File: src/rtl/nbre_pkg.sv
// Types, codes and constants of the network block read engine.
// Depends on nothing; used by the core and its checker.
package nbre_pkg;

	localparam int unsigned MAX_PAYLOAD_BYTES = 1408;
	localparam int unsigned MAX_CHUNK_SECTORS = 4;
	localparam int unsigned SECTOR_SHIFT      = 9;
	localparam int unsigned ALIGN_MASK        = 127;
	localparam int unsigned BLOCK_SHIFT       = 6;
	localparam int unsigned MAX_COPY_BLOCKS   = MAX_PAYLOAD_BYTES / 64;

	localparam int unsigned CHUNK_W = $clog2(MAX_CHUNK_SECTORS + 1);
	localparam int unsigned DUE_W   = CHUNK_W + SECTOR_SHIFT;
	localparam int unsigned OFF_W   = 25;
	localparam int unsigned BLK_W   = 5;
	localparam int unsigned TICK_W  = 24;
	localparam int unsigned RETRY_W = 4;

	localparam logic [TICK_W-1:0]  TICKS_RST = TICK_W'(1000000);
	localparam logic [RETRY_W-1:0] RETRY_RST = RETRY_W'(4);

	localparam int unsigned Q_DEPTH = 4;
	localparam int unsigned Q_PTR_W = $clog2(Q_DEPTH);
	localparam int unsigned Q_CNT_W = $clog2(Q_DEPTH + 1);

	typedef enum logic [1:0] {
		CMD_DISCOVER = 2'd0,
		CMD_READ     = 2'd1,
		CMD_REPLY    = 2'd2,
		CMD_TICK     = 2'd3
	} cmd_t;

	typedef enum logic [1:0] {
		RK_INFO  = 2'd0,
		RK_DATA  = 2'd1,
		RK_WRITE = 2'd2,
		RK_OTHER = 2'd3
	} reply_kind_t;

	typedef enum logic [2:0] {
		RES_SEND      = 3'd0,
		RES_COPY      = 3'd1,
		RES_DONE      = 3'd2,
		RES_FAILED    = 3'd3,
		RES_CONNECTED = 3'd4
	} result_kind_t;

	typedef enum logic [1:0] {
		ERR_NONE    = 2'd0,
		ERR_TIMEOUT = 2'd1,
		ERR_ORDER   = 2'd2,
		ERR_SIZE    = 2'd3
	} err_t;

	typedef enum logic {
		SEND_INFO = 1'b0,
		SEND_READ = 1'b1
	} send_kind_t;

	typedef enum logic {
		CFG_TICKS = 1'b0,
		CFG_RETRY = 1'b1
	} cfg_idx_t;

	typedef struct packed {
		cmd_t        command;
		logic [31:0] read_sector;
		logic [15:0] read_count;
		reply_kind_t reply_kind;
		logic [7:0]  reply_id;
		logic [7:0]  reply_packet_index;
		logic [31:0] reply_param_one;
		logic [31:0] reply_param_two;
	} item_t;

	typedef struct packed {
		result_kind_t       kind;
		send_kind_t         send_kind;
		logic [7:0]         send_id;
		logic [31:0]        send_sector;
		logic [CHUNK_W-1:0] send_count;
		logic [OFF_W-1:0]   copy_offset;
		logic [BLK_W-1:0]   copy_blocks;
		err_t               error_code;
		logic [31:0]        disk_sector_size;
		logic [31:0]        disk_sector_count;
		logic               last;
	} result_t;

	function automatic logic [CHUNK_W-1:0] chunk_of(input logic [15:0] rem);
		if (rem > 16'(MAX_CHUNK_SECTORS))
			return CHUNK_W'(MAX_CHUNK_SECTORS);
		return rem[CHUNK_W-1:0];
	endfunction

endpackage

File: src/rtl/network_block_read_engine_core.sv
// Requester side of a chunked sector read over datagrams.
// Depends on nbre_pkg.
//
// One beat enters per cycle while in_stall is low. A beat is held in an input
// register and handled there by one pass of compare/add logic plus the 3x24
// deadline multiplier and a constant multiply for the copy offset. Its results,
// at most two, land in a four-entry result queue, which drives the output. in_stall
// rises only while a beat waits in the input register and the queue has fewer
// than two free entries. The sustained rate is one beat per cycle when every beat
// yields one result and out_stall stays low. A beat that completes a chunk
// queues two results, and these drain one per cycle while out_stall is low.
module network_block_read_engine_core (
	input  logic        clk,
	input  logic        arst_n,

	input  logic        in_valid,
	output logic        in_stall,
	input  logic [1:0]  command,
	input  logic [31:0] read_sector,
	input  logic [15:0] read_count,
	input  logic [1:0]  reply_kind,
	input  logic [7:0]  reply_id,
	input  logic [7:0]  reply_packet_index,
	input  logic [31:0] reply_param_one,
	input  logic [31:0] reply_param_two,

	output logic        out_valid,
	input  logic        out_stall,
	output logic [2:0]  result_kind,
	output logic        send_kind,
	output logic [7:0]  send_id,
	output logic [31:0] send_sector,
	output logic [2:0]  send_count,
	output logic [24:0] copy_offset,
	output logic [4:0]  copy_blocks,
	output logic [1:0]  error_code,
	output logic [31:0] disk_sector_size,
	output logic [31:0] disk_sector_count,
	output logic        last,

	input  logic        cfg_valid,
	output logic        cfg_ready,
	input  logic        cfg_index,
	input  logic [23:0] cfg_data
);

	localparam int unsigned CW = nbre_pkg::CHUNK_W;
	localparam int unsigned DW = nbre_pkg::DUE_W;
	localparam int unsigned OW = nbre_pkg::OFF_W;
	localparam int unsigned PW = nbre_pkg::Q_PTR_W;
	localparam int unsigned NW = nbre_pkg::Q_CNT_W;
	localparam int unsigned MW = CW + 1 + nbre_pkg::TICK_W;

	// configuration
	logic [nbre_pkg::TICK_W-1:0]  ticks_q;
	logic [nbre_pkg::RETRY_W-1:0] retry_q;

	// read state
	logic          connected_q, active_q;
	logic [7:0]    rid_q;
	logic [31:0]   sector_q;
	logic [15:0]   rem_q;
	logic [CW-1:0] chunk_q;
	logic [DW-1:0] due_q;
	logic [7:0]    exp_q;
	logic [3:0]    failed_q;
	logic [31:0]   timer_q;
	logic [OW-1:0] base_q;

	logic          connected_n, active_n;
	logic [7:0]    rid_n;
	logic [31:0]   sector_n;
	logic [15:0]   rem_n;
	logic [CW-1:0] chunk_n;
	logic [DW-1:0] due_n;
	logic [7:0]    exp_n;
	logic [3:0]    failed_n;
	logic [31:0]   timer_n;
	logic [OW-1:0] base_n;

	// input stage
	nbre_pkg::item_t item_s1;
	logic            valid_s1;
	logic            accept, adv;

	// result queue
	nbre_pkg::result_t q_mem [nbre_pkg::Q_DEPTH];
	logic [PW-1:0]     rd_ptr_q, wr_ptr_q;
	logic [NW-1:0]     count_q;
	logic              pop;

	nbre_pkg::result_t r0, r1;
	logic [1:0]        n_res;

	// datapath terms
	logic [3:0]    fa_inc;
	logic          fail_final;
	logic          data_ok, order_bad, size_bad, chunk_done, complete;
	logic [DW-1:0] due_left;
	logic [15:0]   rem_after;
	logic [31:0]   sector_after;
	logic [OW-1:0] base_after;
	logic [OW-1:0] idx_m1, off_prod;
	logic [31:0]   timer_dec;
	logic          timeout;
	logic [CW-1:0] launch_chunk;
	logic [31:0]   launch_sector;
	logic [MW-1:0] deadline;
	logic          fail_req, launch_req, launch_hi;
	nbre_pkg::err_t fail_code;
	nbre_pkg::result_t launch_res;

	assign cfg_ready = 1'b1;

	assign pop      = out_valid && !out_stall;
	assign adv      = valid_s1 && (count_q <= NW'(nbre_pkg::Q_DEPTH - 2));
	assign in_stall = valid_s1 && !adv;
	assign accept   = in_valid && !in_stall;

	always_ff @(posedge clk or negedge arst_n) begin
		if (!arst_n) begin
			ticks_q <= nbre_pkg::TICKS_RST;
			retry_q <= nbre_pkg::RETRY_RST;
		end else if (cfg_valid && cfg_ready) begin
			case (nbre_pkg::cfg_idx_t'(cfg_index))
				nbre_pkg::CFG_TICKS: ticks_q <= cfg_data;
				nbre_pkg::CFG_RETRY: retry_q <= cfg_data[nbre_pkg::RETRY_W-1:0];
				default: ;
			endcase
		end
	end

	always_ff @(posedge clk or negedge arst_n) begin
		if (!arst_n)
			valid_s1 <= 1'b0;
		else if (accept)
			valid_s1 <= 1'b1;
		else if (adv)
			valid_s1 <= 1'b0;
	end

	always_ff @(posedge clk) begin
		if (accept) begin
			item_s1.command            <= nbre_pkg::cmd_t'(command);
			item_s1.read_sector        <= read_sector;
			item_s1.read_count         <= read_count;
			item_s1.reply_kind         <= nbre_pkg::reply_kind_t'(reply_kind);
			item_s1.reply_id           <= reply_id;
			item_s1.reply_packet_index <= reply_packet_index;
			item_s1.reply_param_one    <= reply_param_one;
			item_s1.reply_param_two    <= reply_param_two;
		end
	end

	// shared terms of the single pass
	assign fa_inc     = (failed_q == 4'hF) ? 4'hF : failed_q + 4'd1;
	assign fail_final = fa_inc >= retry_q;

	assign data_ok = (item_s1.reply_kind == nbre_pkg::RK_DATA) && active_q
		&& (32'(due_q) >= item_s1.reply_param_one) && (item_s1.reply_id == rid_q);
	assign order_bad = item_s1.reply_packet_index != exp_q;
	assign size_bad  = (item_s1.reply_param_one > 32'(nbre_pkg::MAX_PAYLOAD_BYTES))
		|| ((item_s1.reply_param_one & 32'(nbre_pkg::ALIGN_MASK)) != 32'd0);
	assign due_left   = due_q - item_s1.reply_param_one[DW-1:0];
	assign chunk_done = due_left == '0;
	assign complete   = (item_s1.command == nbre_pkg::CMD_REPLY) && data_ok
		&& !order_bad && !size_bad && chunk_done;

	assign rem_after    = rem_q - 16'(chunk_q);
	assign sector_after = sector_q + 32'(chunk_q);
	assign base_after   = base_q + OW'({chunk_q, {nbre_pkg::SECTOR_SHIFT{1'b0}}});

	assign idx_m1   = OW'(item_s1.reply_packet_index) - OW'(1);
	assign off_prod = idx_m1 * OW'(nbre_pkg::MAX_PAYLOAD_BYTES);

	assign timer_dec = (timer_q != 32'd0) ? timer_q - 32'd1 : 32'd0;
	assign timeout   = timer_dec == 32'd0;

	always_comb begin
		if (item_s1.command == nbre_pkg::CMD_READ) begin
			launch_chunk  = nbre_pkg::chunk_of(item_s1.read_count);
			launch_sector = item_s1.read_sector;
		end else if (complete) begin
			launch_chunk  = nbre_pkg::chunk_of(rem_after);
			launch_sector = sector_after;
		end else begin
			launch_chunk  = chunk_q;
			launch_sector = sector_q;
		end
	end

	assign deadline = (MW'(launch_chunk) + MW'(2)) * MW'(ticks_q);

	always_comb begin
		connected_n = connected_q;
		active_n    = active_q;
		rid_n       = rid_q;
		sector_n    = sector_q;
		rem_n       = rem_q;
		chunk_n     = chunk_q;
		due_n       = due_q;
		exp_n       = exp_q;
		failed_n    = failed_q;
		timer_n     = timer_q;
		base_n      = base_q;
		r0          = '0;
		r1          = '0;
		n_res       = 2'd0;
		fail_req    = 1'b0;
		fail_code   = nbre_pkg::ERR_NONE;
		launch_req  = 1'b0;
		launch_hi   = 1'b0;
		launch_res  = '0;

		case (item_s1.command)
			nbre_pkg::CMD_DISCOVER: begin
				r0.kind      = nbre_pkg::RES_SEND;
				r0.send_kind = nbre_pkg::SEND_INFO;
				r0.send_id   = rid_q;
				n_res        = 2'd1;
			end
			nbre_pkg::CMD_READ: begin
				sector_n = item_s1.read_sector;
				rem_n    = item_s1.read_count;
				base_n   = '0;
				n_res    = 2'd1;
				if (item_s1.read_count == 16'd0) begin
					active_n = 1'b0;
					r0.kind  = nbre_pkg::RES_DONE;
				end else begin
					active_n   = 1'b1;
					failed_n   = 4'd0;
					launch_req = 1'b1;
				end
			end
			nbre_pkg::CMD_REPLY: begin
				if (item_s1.reply_kind == nbre_pkg::RK_INFO) begin
					if (!connected_q) begin
						connected_n          = 1'b1;
						r0.kind              = nbre_pkg::RES_CONNECTED;
						r0.disk_sector_size  = item_s1.reply_param_one;
						r0.disk_sector_count = item_s1.reply_param_two;
						n_res                = 2'd1;
					end
				end else if (data_ok) begin
					n_res = 2'd1;
					if (order_bad) begin
						fail_req  = 1'b1;
						fail_code = nbre_pkg::ERR_ORDER;
					end else begin
						exp_n = exp_q + 8'd1;
						if (size_bad) begin
							fail_req  = 1'b1;
							fail_code = nbre_pkg::ERR_SIZE;
						end else begin
							r0.kind        = nbre_pkg::RES_COPY;
							r0.copy_offset = base_q + off_prod;
							r0.copy_blocks = item_s1.reply_param_one[nbre_pkg::BLOCK_SHIFT +:
								nbre_pkg::BLK_W];
							due_n = due_left;
							if (chunk_done) begin
								rem_n    = rem_after;
								sector_n = sector_after;
								base_n   = base_after;
								n_res    = 2'd2;
								if (rem_after == 16'd0) begin
									active_n = 1'b0;
									r1.kind  = nbre_pkg::RES_DONE;
								end else begin
									failed_n   = 4'd0;
									launch_req = 1'b1;
									launch_hi  = 1'b1;
								end
							end
						end
					end
				end
			end
			nbre_pkg::CMD_TICK: begin
				if (active_q) begin
					timer_n = timer_dec;
					if (timeout) begin
						n_res     = 2'd1;
						fail_req  = 1'b1;
						fail_code = nbre_pkg::ERR_TIMEOUT;
					end
				end
			end
			default: ;
		endcase

		if (fail_req) begin
			failed_n = fa_inc;
			if (fail_final) begin
				active_n      = 1'b0;
				connected_n   = 1'b0;
				r0            = '0;
				r0.kind       = nbre_pkg::RES_FAILED;
				r0.error_code = fail_code;
			end else begin
				launch_req = 1'b1;
			end
		end

		if (launch_req) begin
			rid_n   = rid_q + 8'd1;
			chunk_n = launch_chunk;
			due_n   = DW'({launch_chunk, {nbre_pkg::SECTOR_SHIFT{1'b0}}});
			exp_n   = 8'd1;
			timer_n = 32'(deadline);
			launch_res.kind        = nbre_pkg::RES_SEND;
			launch_res.send_kind   = nbre_pkg::SEND_READ;
			launch_res.send_id     = rid_q + 8'd1;
			launch_res.send_sector = launch_sector;
			launch_res.send_count  = launch_chunk;
			launch_res.error_code  = fail_code;
			if (launch_hi)
				r1 = launch_res;
			else
				r0 = launch_res;
		end

		if (n_res == 2'd2)
			r1.last = 1'b1;
		else
			r0.last = 1'b1;
	end

	always_ff @(posedge clk or negedge arst_n) begin
		if (!arst_n) begin
			connected_q <= 1'b0;
			active_q    <= 1'b0;
			rid_q       <= '0;
			sector_q    <= '0;
			rem_q       <= '0;
			chunk_q     <= '0;
			due_q       <= '0;
			exp_q       <= '0;
			failed_q    <= '0;
			timer_q     <= '0;
			base_q      <= '0;
		end else if (adv) begin
			connected_q <= connected_n;
			active_q    <= active_n;
			rid_q       <= rid_n;
			sector_q    <= sector_n;
			rem_q       <= rem_n;
			chunk_q     <= chunk_n;
			due_q       <= due_n;
			exp_q       <= exp_n;
			failed_q    <= failed_n;
			timer_q     <= timer_n;
			base_q      <= base_n;
		end
	end

	// result queue
	always_ff @(posedge clk) begin
		if (adv && n_res != 2'd0)
			q_mem[wr_ptr_q] <= r0;
		if (adv && n_res == 2'd2)
			q_mem[wr_ptr_q + PW'(1)] <= r1;
	end

	always_ff @(posedge clk or negedge arst_n) begin
		if (!arst_n) begin
			wr_ptr_q <= '0;
			rd_ptr_q <= '0;
			count_q  <= '0;
		end else begin
			if (adv)
				wr_ptr_q <= wr_ptr_q + PW'(n_res);
			if (pop)
				rd_ptr_q <= rd_ptr_q + PW'(1);
			count_q <= count_q + (adv ? NW'(n_res) : NW'(0)) - (pop ? NW'(1) : NW'(0));
		end
	end

	assign out_valid         = count_q != '0;
	assign result_kind       = q_mem[rd_ptr_q].kind;
	assign send_kind         = q_mem[rd_ptr_q].send_kind;
	assign send_id           = q_mem[rd_ptr_q].send_id;
	assign send_sector       = q_mem[rd_ptr_q].send_sector;
	assign send_count        = 3'(q_mem[rd_ptr_q].send_count);
	assign copy_offset       = q_mem[rd_ptr_q].copy_offset;
	assign copy_blocks       = q_mem[rd_ptr_q].copy_blocks;
	assign error_code        = q_mem[rd_ptr_q].error_code;
	assign disk_sector_size  = q_mem[rd_ptr_q].disk_sector_size;
	assign disk_sector_count = q_mem[rd_ptr_q].disk_sector_count;
	assign last              = q_mem[rd_ptr_q].last;

endmodule

File: config.mk
export PLATFORM = sky130hd
export DESIGN_NAME = network_block_read_engine_core
export DESIGN_NICKNAME = d
export VERILOG_FILES = /design/src/rtl/nbre_pkg.sv /design/src/rtl/network_block_read_engine_core.sv
export SDC_FILE = /design/constraint.sdc
export NUM_CORES = 2
export LEC_CHECK = 0
export BUFFER_PORTS_ARGS = -buffer_cell sky130_fd_sc_hd__buf_2
export CAP_MARGIN = 20
export CORE_UTILIZATION = 25
export DETAILED_ROUTE_END_ITERATION = 8
export GPL_TIMING_DRIVEN = 0
export PLACE_DENSITY = 0.42
export SYNTH_ARGS = -nofsm -noshare
export SYNTH_HDL_FRONTEND = slang
export SYNTH_SLANG_ARGS = --single-unit
File: constraint.sdc
create_clock -name clk -period 8.9 [get_ports clk]
set_input_delay 0.445 -clock clk [delete_from_list [all_inputs] [get_ports clk]]
set_output_delay 0.445 -clock clk [all_outputs]
set_load 0.02 [all_outputs]
# After elaboration in Yosys (flattened, before gate mapping)
# Memory sizes are Yosys's and may differ from the RTL's.
# Index checks and enable logic that the tools add are counted.
# classes
add_sub_neg	16
multipliers	2
order_cmp	6
n_eq_ne	23
mux	140
bitwise_logic	1
reduce_logical	45
# ops
operator	n
144-bit two-way mux	6
32-bit two-way mux	11
64-bit two-way mux	3
30-bit two-way mux	5
25-bit two-way mux	5
16-bit two-way mux	5
12-bit two-way mux	6
32-bit one-hot mux with 2 select lines	1
32-bit nonzero test	2
25-bit one-hot mux with 2 select lines	1
1-bit two-way mux	48
8-bit two-way mux	6
2-bit two-way mux	18
4-bit two-way mux	9
32-bit by 3-bit adder with 32-bit output	1
12-bit by 32-bit greater-or-equal comparator with 1-bit output	1
16-bit by 3-bit > comparator with 1-bit output, second input constant	2
32-bit by 11-bit > comparator with 1-bit output, second input constant	1
16-bit logical NOT	2
32-bit logical NOT	1
16-bit one-hot mux with 2 select lines	1
32-bit by 1-bit subtractor with 32-bit output, second input constant	1
4-bit by 24-bit multiplier with 28-bit output	1
25-bit by 12-bit adder with 25-bit output	1
other kinds (43)	95
# totals
register_bits	310
ramBits	576
out_inout_bits	147
elab_cells	259
memories	1
# mem_list
name	depth	width	read_ports	rd_ports_with_merged_regs	wr	line_no	rtl
q_mem	4	144	1	0	2	network_block_read_engine_core.sv:87	nbre_pkg::result_t q_mem [nbre_pkg::Q_DEPTH];

# Logic depth before layout (Yosys ltp)
# logic_depth
ltp_word	16
ltp_mapped	33

# Worst setup path before layout
# Ideal clock, no wire load.
# synth_path
kind	reg-to-reg
from	reg item_s1[32] (netlist name)
to	reg timer_q[25]
setup_time_ns	0.121
t_arrival_ns	7.781
required_time_ns	8.779
path_slack_ns	0.997
stages_incl_launch_ff	33
synth_period_minus_slack_ns	7.903
cell_sequence	edfxtp_1 > ha_1 > inv_1 > fa_1 > and3_1 > or3_1 > a221o_1 > a2111oi_0 > o2111ai_1 > clkbuf_1 > nor3_1 > mux2i_1 > o22a_1 > clkbuf_1 > inv_1 > ha_1 > clkbuf_1 > and2_1 > fa_1 > inv_1 > fa_1 > inv_1 > ha_1 > and3_1 > and3_1 > and3_1 > a221oi_1 > o211ai_1 > a31o_2 > a21oi_1 > xor2_1 > a21oi_1 > o22a_1
# synth_between
elab_chain_cells	12
elab_cells_between_ends	34
classes_between	add/sub: 2; mul: 1; order compare: 2; mux: 16; reduce/logical: 13
# synth_lines
element	line_no	rtl
from (decl)	network_block_read_engine_core.sv:82	nbre_pkg::item_t item_s1;
12-bit by 32-bit greater-or-equal comparator with 1-bit output	network_block_read_engine_core.sv:160	&& (32'(due_q) >= item_s1.reply_param_one) && (item_s1.reply_id == rid_q);
1-bit logical AND (2 in a row)	network_block_read_engine_core.sv:160	
1-bit logical AND	network_block_read_engine_core.sv:166	assign complete = (item_s1.command == nbre_pkg::CMD_REPLY) && data_ok
1-bit logical AND (2 in a row)	network_block_read_engine_core.sv:167	&& !order_bad && !size_bad && chunk_done;
1-bit logical AND *	network_block_read_engine_core.sv:167	
3-bit two-way mux *	network_block_read_engine_core.sv:183	end else if (complete) begin
3-bit two-way mux *	network_block_read_engine_core.sv:180	if (item_s1.command == nbre_pkg::CMD_READ) begin
net launch_chunk[1]	network_block_read_engine_core.sv:106	logic [CW-1:0] launch_chunk;
3-bit by 2-bit adder with 4-bit output *	network_block_read_engine_core.sv:192	assign deadline = (MW'(launch_chunk) + MW'(2)) * MW'(ticks_q);
4-bit by 24-bit multiplier with 28-bit output *	network_block_read_engine_core.sv:192	
32-bit two-way mux *	network_block_read_engine_core.sv:305	if (launch_req) begin
to (signal assigned)	network_block_read_engine_core.sv:352	timer_q <= timer_n;
to (decl)	network_block_read_engine_core.sv:67	logic [31:0] timer_q;
# The timed path passes the listed nets; every way through them passes the cells marked *.
# A chain may end at the register's enable or synchronous reset.

# Worst setup path in the final report
# layout_path
from	reg item_s1[32] (netlist name)
to	reg timer_q[25]
# layout_between
elab_chain_cells	12
elab_cells_between_ends	34
classes_between	add/sub: 2; mul: 1; order compare: 2; mux: 16; reduce/logical: 13
# layout_lines
element	line_no
12-bit by 32-bit greater-or-equal comparator with 1-bit output / 12-bit subtractor (equally long branches)	network_block_read_engine_core.sv:160, network_block_read_engine_core.sv:164
1-bit logical AND / 12-bit logical NOT (equally long branches)	network_block_read_engine_core.sv:160, network_block_read_engine_core.sv:165
1-bit logical AND / 1-bit two-way mux (equally long branches)	network_block_read_engine_core.sv:160, network_block_read_engine_core.sv:261
1-bit logical AND / 1-bit two-way mux (equally long branches)	network_block_read_engine_core.sv:166, network_block_read_engine_core.sv:252
1-bit logical AND / 1-bit two-way mux (equally long branches)	network_block_read_engine_core.sv:167, network_block_read_engine_core.sv:247
1-bit logical AND / 1-bit two-way mux (equally long branches)	network_block_read_engine_core.sv:167, network_block_read_engine_core.sv:245
1-bit logical AND / 1-bit two-way mux (equally long branches)	network_block_read_engine_core.sv:167, network_block_read_engine_core.sv:237
3-bit two-way mux / 1-bit one-hot mux with 2 select lines (equally long branches)	network_block_read_engine_core.sv:183, network_block_read_engine_core.sv:215
3-bit two-way mux / 1-bit two-way mux (equally long branches)	network_block_read_engine_core.sv:180, network_block_read_engine_core.sv:294
3-bit by 2-bit adder with 4-bit output / 1-bit two-way mux (equally long branches)	network_block_read_engine_core.sv:192, network_block_read_engine_core.sv:292
4-bit by 24-bit multiplier with 28-bit output / 2-bit nonzero test (equally long branches)	n/a
32-bit two-way mux / 3-bit AND reduction (equally long branches)	n/a
# Several ways; a longest one is shown, not always the timed one.

==> impl.org <==
** Synthesis
- In this run, synthesis inferred 324 flip-flops with an integrated enable.
- Number of different library cells in the post-synthesis netlist :: 93
- Cell area after synthesis :: 42600 µm²
- In the synthesized netlist, the number of instances is ~3.8k.
- During synthesis, Yosys emitted a total of 0 warnings.
- Nets in the synthesized netlist :: 4101
- For this run, the register share of the synthesized area comes to 0.497.
- Share of synthesized flip-flops with an asynchronous set or reset :: 0.198
- Yosys reg bits :: 853
- Flip-flop cell with the highest count after synthesis :: sky130_fd_sc_hd__dfxtp_1
- Post-Synthesis Mean Instance Area :: 11.3 µm²

** Floorplan
- Initial cell density of the core :: 0.252
- Placement row count :: 151
- Area of the die :: 172000 µm²
- The die is 415 µm wide.
- Core region area :: 169000 µm²
- In this run the count of I/O pins placed on the die edge is between 300 and 400.
- The die is between 400 and 500 µm tall.

** Clocking
- Root Driver :: sky130_fd_sc_hd__clkbuf_16
- CTS Buf Count :: 104
- Post-CTS clock slew at the launch and capture registers of the worst setup and hold paths :: around 0.06 ns
- TritonCTS clock tree :: built
- The later pin in the worst-skew pair is clocked with a latency of 0.78 ns.
- Max Buffers Root-to-Sink :: 3
- The H-tree was split into 3 levels.
- The clock net in this run drives a total of 853 sinks.

** Final layout
- Finished Cell Area :: 52700 µm²
- Leading cell types in the layout, fill and taps excluded :: sky130_fd_sc_hd__dfxtp_1, sky130_fd_sc_hd__buf_2, sky130_fd_sc_hd__edfxtp_1, sky130_fd_sc_hd__a22o_1, sky130_fd_sc_hd__nor2_1
- At the end of the flow, the number of nets in the layout was between 4k and 5k.
- 0 antenna diodes ended up in the layout.
- Share of final-layout standard cells stronger than drive strength 1 :: 0.186
- Leaving out filler cells and counting taps, the final layout contains 6686.
- The library cell used most frequently in the layout, excluding fill and tap cells, is sky130_fd_sc_hd__dfxtp_1.
- From synthesis to final layout, the design area changed by 23.7%.

** Worst setup path
- Slowest library cell on the worst path :: sky130_fd_sc_hd__clkbuf_1
- In this run the worst setup path begins at item_s1[32].
- CP Class :: flip-flop to flip-flop
- Bufs and invs on worst path :: 7
- Crit end category :: flip-flop
- Delay contributed by the slowest stage of the critical path :: 0.65 ns
- STA classifies the critical path startpoint as a flip-flop.
- Counting stages on the worst path, the most repeated cell is sky130_fd_sc_hd__buf_4.
- Maximum fanout along the worst path :: 10
- Data arrival time at the worst-slack endpoint :: 9.08 ns
- Grouping stages by cell kind, the critical path spends the most delay in compound AO/OA/AOI/OAI gates.
- Required time of the critical path :: 9.53 ns
- Source of the worst register-to-register timing path :: item_s1[32]

** Power
- Power Density :: 306 nW/µm²
- Cell Int Power :: 9.84 mW
- The share of total power dissipated in combinational logic is 0.392.
- Switching Share :: 0.391
- Reg power frac :: 0.332
- Highest ir drop seen on vdd :: between 0.15 and 0.2 mV
- The design draws 16.1 mW.
- In this run the power spent charging and discharging nets is 6.31 mW.
- Summed over all cells, the static leakage comes to 20.5 nW.
- Clock Power Share :: 0.276

** Global routing
- Number of global-route vias before repair :: about 33k
- Wire length of the first global-routing pass :: 224000 µm
- Leftover overflow at the end of global routing :: 0
- Antenna violations before repair :: 3
- Total global routing track utilization :: 0.173
- Entering global routing, the biggest net connects 95 pins.

** Timing
- The number of slew-limit violations in the final report was 0.
- Final cycle utilization of the critical path :: 0.949
- Tightest Pin Transition :: 1.07 ns
- Time the worst path needs with I/O delays and setup :: 8.45 ns
- Based on the critical path, the design can be clocked at up to between 0.1 and 0.15 GHz.
- Final hold vios :: 0
- Relative slew margins :: 0.281
- Between clock sinks in the finished design, the worst skew comes to approximately 0.05 ns.
- Final setup violation count :: 0
- Setup repair after global routing missed its margin :: no
- Hold Worst Slack :: 0.127 ns

** Placement
- Cell total after placement :: 6318
- Routability cong. :: 0.856
- Summing all placed instances gives a cell area of 47300 µm².
- Half-perimeter wire length after detailed placement :: 108000 µm
- Buffers placed on the I/O ports in this run total a little over 300.

** Route
- Post-route ant nets :: 0
- The first routing iteration left 2388 violations.
- After detailed routing, the number of vias per cell comes to 4.92.
- DRC Markers :: 0
- Total wire length :: about 150000 µm
- In the final routed layout, each cell accounts on average for 22.6 µm.
- For this block, the via count after detailed routing is 32.9k.
- DR pass1 iterations :: 5

** Run
- MaxCap Viol Count :: 0

** Min path
- Startpoint of the most critical hold path :: out_stall
- The min-delay analysis places its worst path in the category primary input to flip-flop.

** Outcome
- Run status :: finished, final reports clean
## state kept, by name, indices dropped and copies added (netlist names)
register / flops
active_q: 1
base_q: 16
chunk_q: 3
connected_q: 1
count_q: 3
due_q: 12
exp_q: 8
failed_q: 4
item_s1: 132
q_mem: 552
rd_ptr_q: 2
rem_q: 16
retry_q: 4
rid_q: 8
sector_q: 32
ticks_q: 24
timer_q: 32
valid_s1: 1
wr_ptr_q: 2
## power by group through the flow
stage	Sequential (mW)	Clock (mW)	Combinational (mW)
3_5_place_dp	5.43	0	6.29
6_report	5.35	4.46	6.34
3_3_place_gp	5.50	0	6.16
5_1_grt	5.44	4.74	6.96
4_1_cts	5.35	4.59	6.41
2_1_floorplan	5.24	0	4.25
## routing by layer
metal  share of wire  vias up  global-route usage  wire length [µm]
li1                -    15300                   -                 -
met1            0.45    16600               0.233             68700
met2            0.47      811               0.286             71600
met3           0.045      178              0.0254              6810
met4           0.027        0              0.0515              4150
met5               0        -                   0                 0
## final cells by class
| type | count | area (µm²) |
|---|---|---|
| buffer | 241 | 1220 |
| clock buffer | 160 | 3090 |
| clock inverter | 35 | 497 |
| fill | 17400 | 117000 |
| inverter | 195 | 742 |
| multi-input combinational | 2486 | 19600 |
| sequential | 853 | 21200 |
| tap | 2218 | 2780 |
| timing repair buffer | 498 | 3620 |
## tightest hold or removal path: stages
cell and delay, ns:
sky130_fd_sc_hd__buf_2 0.08, sky130_fd_sc_hd__nor2b_1 0.15, sky130_fd_sc_hd__xor2_1 0.17
## cell families (layout without fill, tap and decap cells)
kind of cell,after synthesis,after routing,share of synthesized area
XOR/XNOR,144,144,0.0296
buffers and inverters,436,1129,0.0454
flip-flops,853,853,0.497
multiplexers,204,204,0.0893
other,2,2,0.000176
AND/OR/NAND/NOR,1043,1043,0.124
adder cells (fa/ha/maj),164,164,0.0578
AO/OA/AOI/OAI,929,929,0.157
## Yosys cell counts (12+ instances only)
cell | number | area share
sky130_fd_sc_hd__or4_1 | 14 | 0.0025
sky130_fd_sc_hd__xnor2_1 | 85 | 0.017
sky130_fd_sc_hd__o22ai_1 | 58 | 0.0085
sky130_fd_sc_hd__buf_2 | 24 | 0.0028
sky130_fd_sc_hd__mux4_2 | 138 | 0.073
sky130_fd_sc_hd__nand3_1 | 98 | 0.012
sky130_fd_sc_hd__nor2b_1 | 31 | 0.0045
sky130_fd_sc_hd__ha_1 | 109 | 0.032
sky130_fd_sc_hd__buf_1 | 35 | 0.0031
sky130_fd_sc_hd__nand2b_1 | 26 | 0.0038
sky130_fd_sc_hd__dfxtp_1 | 360 | 0.17
sky130_fd_sc_hd__o21a_1 | 15 | 0.0026
sky130_fd_sc_hd__a211oi_1 | 22 | 0.0039
sky130_fd_sc_hd__a31o_2 | 28 | 0.0058
sky130_fd_sc_hd__inv_1 | 194 | 0.017
sky130_fd_sc_hd__nand4_1 | 44 | 0.0065
sky130_fd_sc_hd__o21ai_1 | 17 | 0.0020
sky130_fd_sc_hd__clkbuf_1 | 141 | 0.012
sky130_fd_sc_hd__o31ai_1 | 13 | 0.0023
sky130_fd_sc_hd__and2_1 | 101 | 0.015
sky130_fd_sc_hd__nand2_1 | 230 | 0.020
sky130_fd_sc_hd__a21oi_1 | 158 | 0.019
sky130_fd_sc_hd__nor4_1 | 42 | 0.0062
sky130_fd_sc_hd__mux2_2 | 30 | 0.0079
sky130_fd_sc_hd__edfxtp_1 | 324 | 0.23
sky130_fd_sc_hd__buf_6 | 31 | 0.0082
sky130_fd_sc_hd__or3_1 | 21 | 0.0031
sky130_fd_sc_hd__o21ai_0 | 136 | 0.016
sky130_fd_sc_hd__a21o_1 | 43 | 0.0076
sky130_fd_sc_hd__xor2_1 | 59 | 0.012
sky130_fd_sc_hd__a22oi_1 | 12 | 0.0021
sky130_fd_sc_hd__a31oi_1 | 18 | 0.0026
sky130_fd_sc_hd__dfrtp_1 | 161 | 0.095
sky130_fd_sc_hd__fa_1 | 55 | 0.026
sky130_fd_sc_hd__nor3_1 | 83 | 0.0097
sky130_fd_sc_hd__nor2_1 | 254 | 0.022
sky130_fd_sc_hd__o211ai_1 | 14 | 0.0025
sky130_fd_sc_hd__and3_1 | 40 | 0.0059
sky130_fd_sc_hd__mux2i_1 | 36 | 0.0085
sky130_fd_sc_hd__a22o_1 | 311 | 0.064
## stage by stage
step | util | worst slack (ns) | TNS (ns)
2_1_floorplan | - | 0.997 | 0
3_3_place_gp | 0.277 | -2.46 | -40.98
3_5_place_dp | 0.280 | -2.44 | -40.77
4_1_cts | 0.311 | 0.0921 | 0
5_1_grt | 0.311 | 0.0201 | 0
6_report | 0.311 | 0.451 | 0
## timing repair
item                                   in CTS  in global routing
resized for setup                          16                  9
endpoints found under the hold margin     230                  0
setup endpoints to repair                  25                  7
hold buffers                              158                  0
setup buffers                               8                  2
pin swaps                                   2                  3
## worst paths after layout
check / end / slack [ns] / depth (start not counted)
setup / recovery: timer_q[25] / 0.45 / 30
hold / removal: rd_ptr_q[0] / 0.13 / 3
setup reg to reg: timer_q[25] / 0.45 / 30
hold reg to reg: q_mem[3][69] / 0.45 / 2
max in group asynchronous: ticks_q[1] / 7.55 / 3
min in group asynchronous: exp_q[5] / 0.23 / 2
Note: power is estimated with default switching activity, not from simulation.
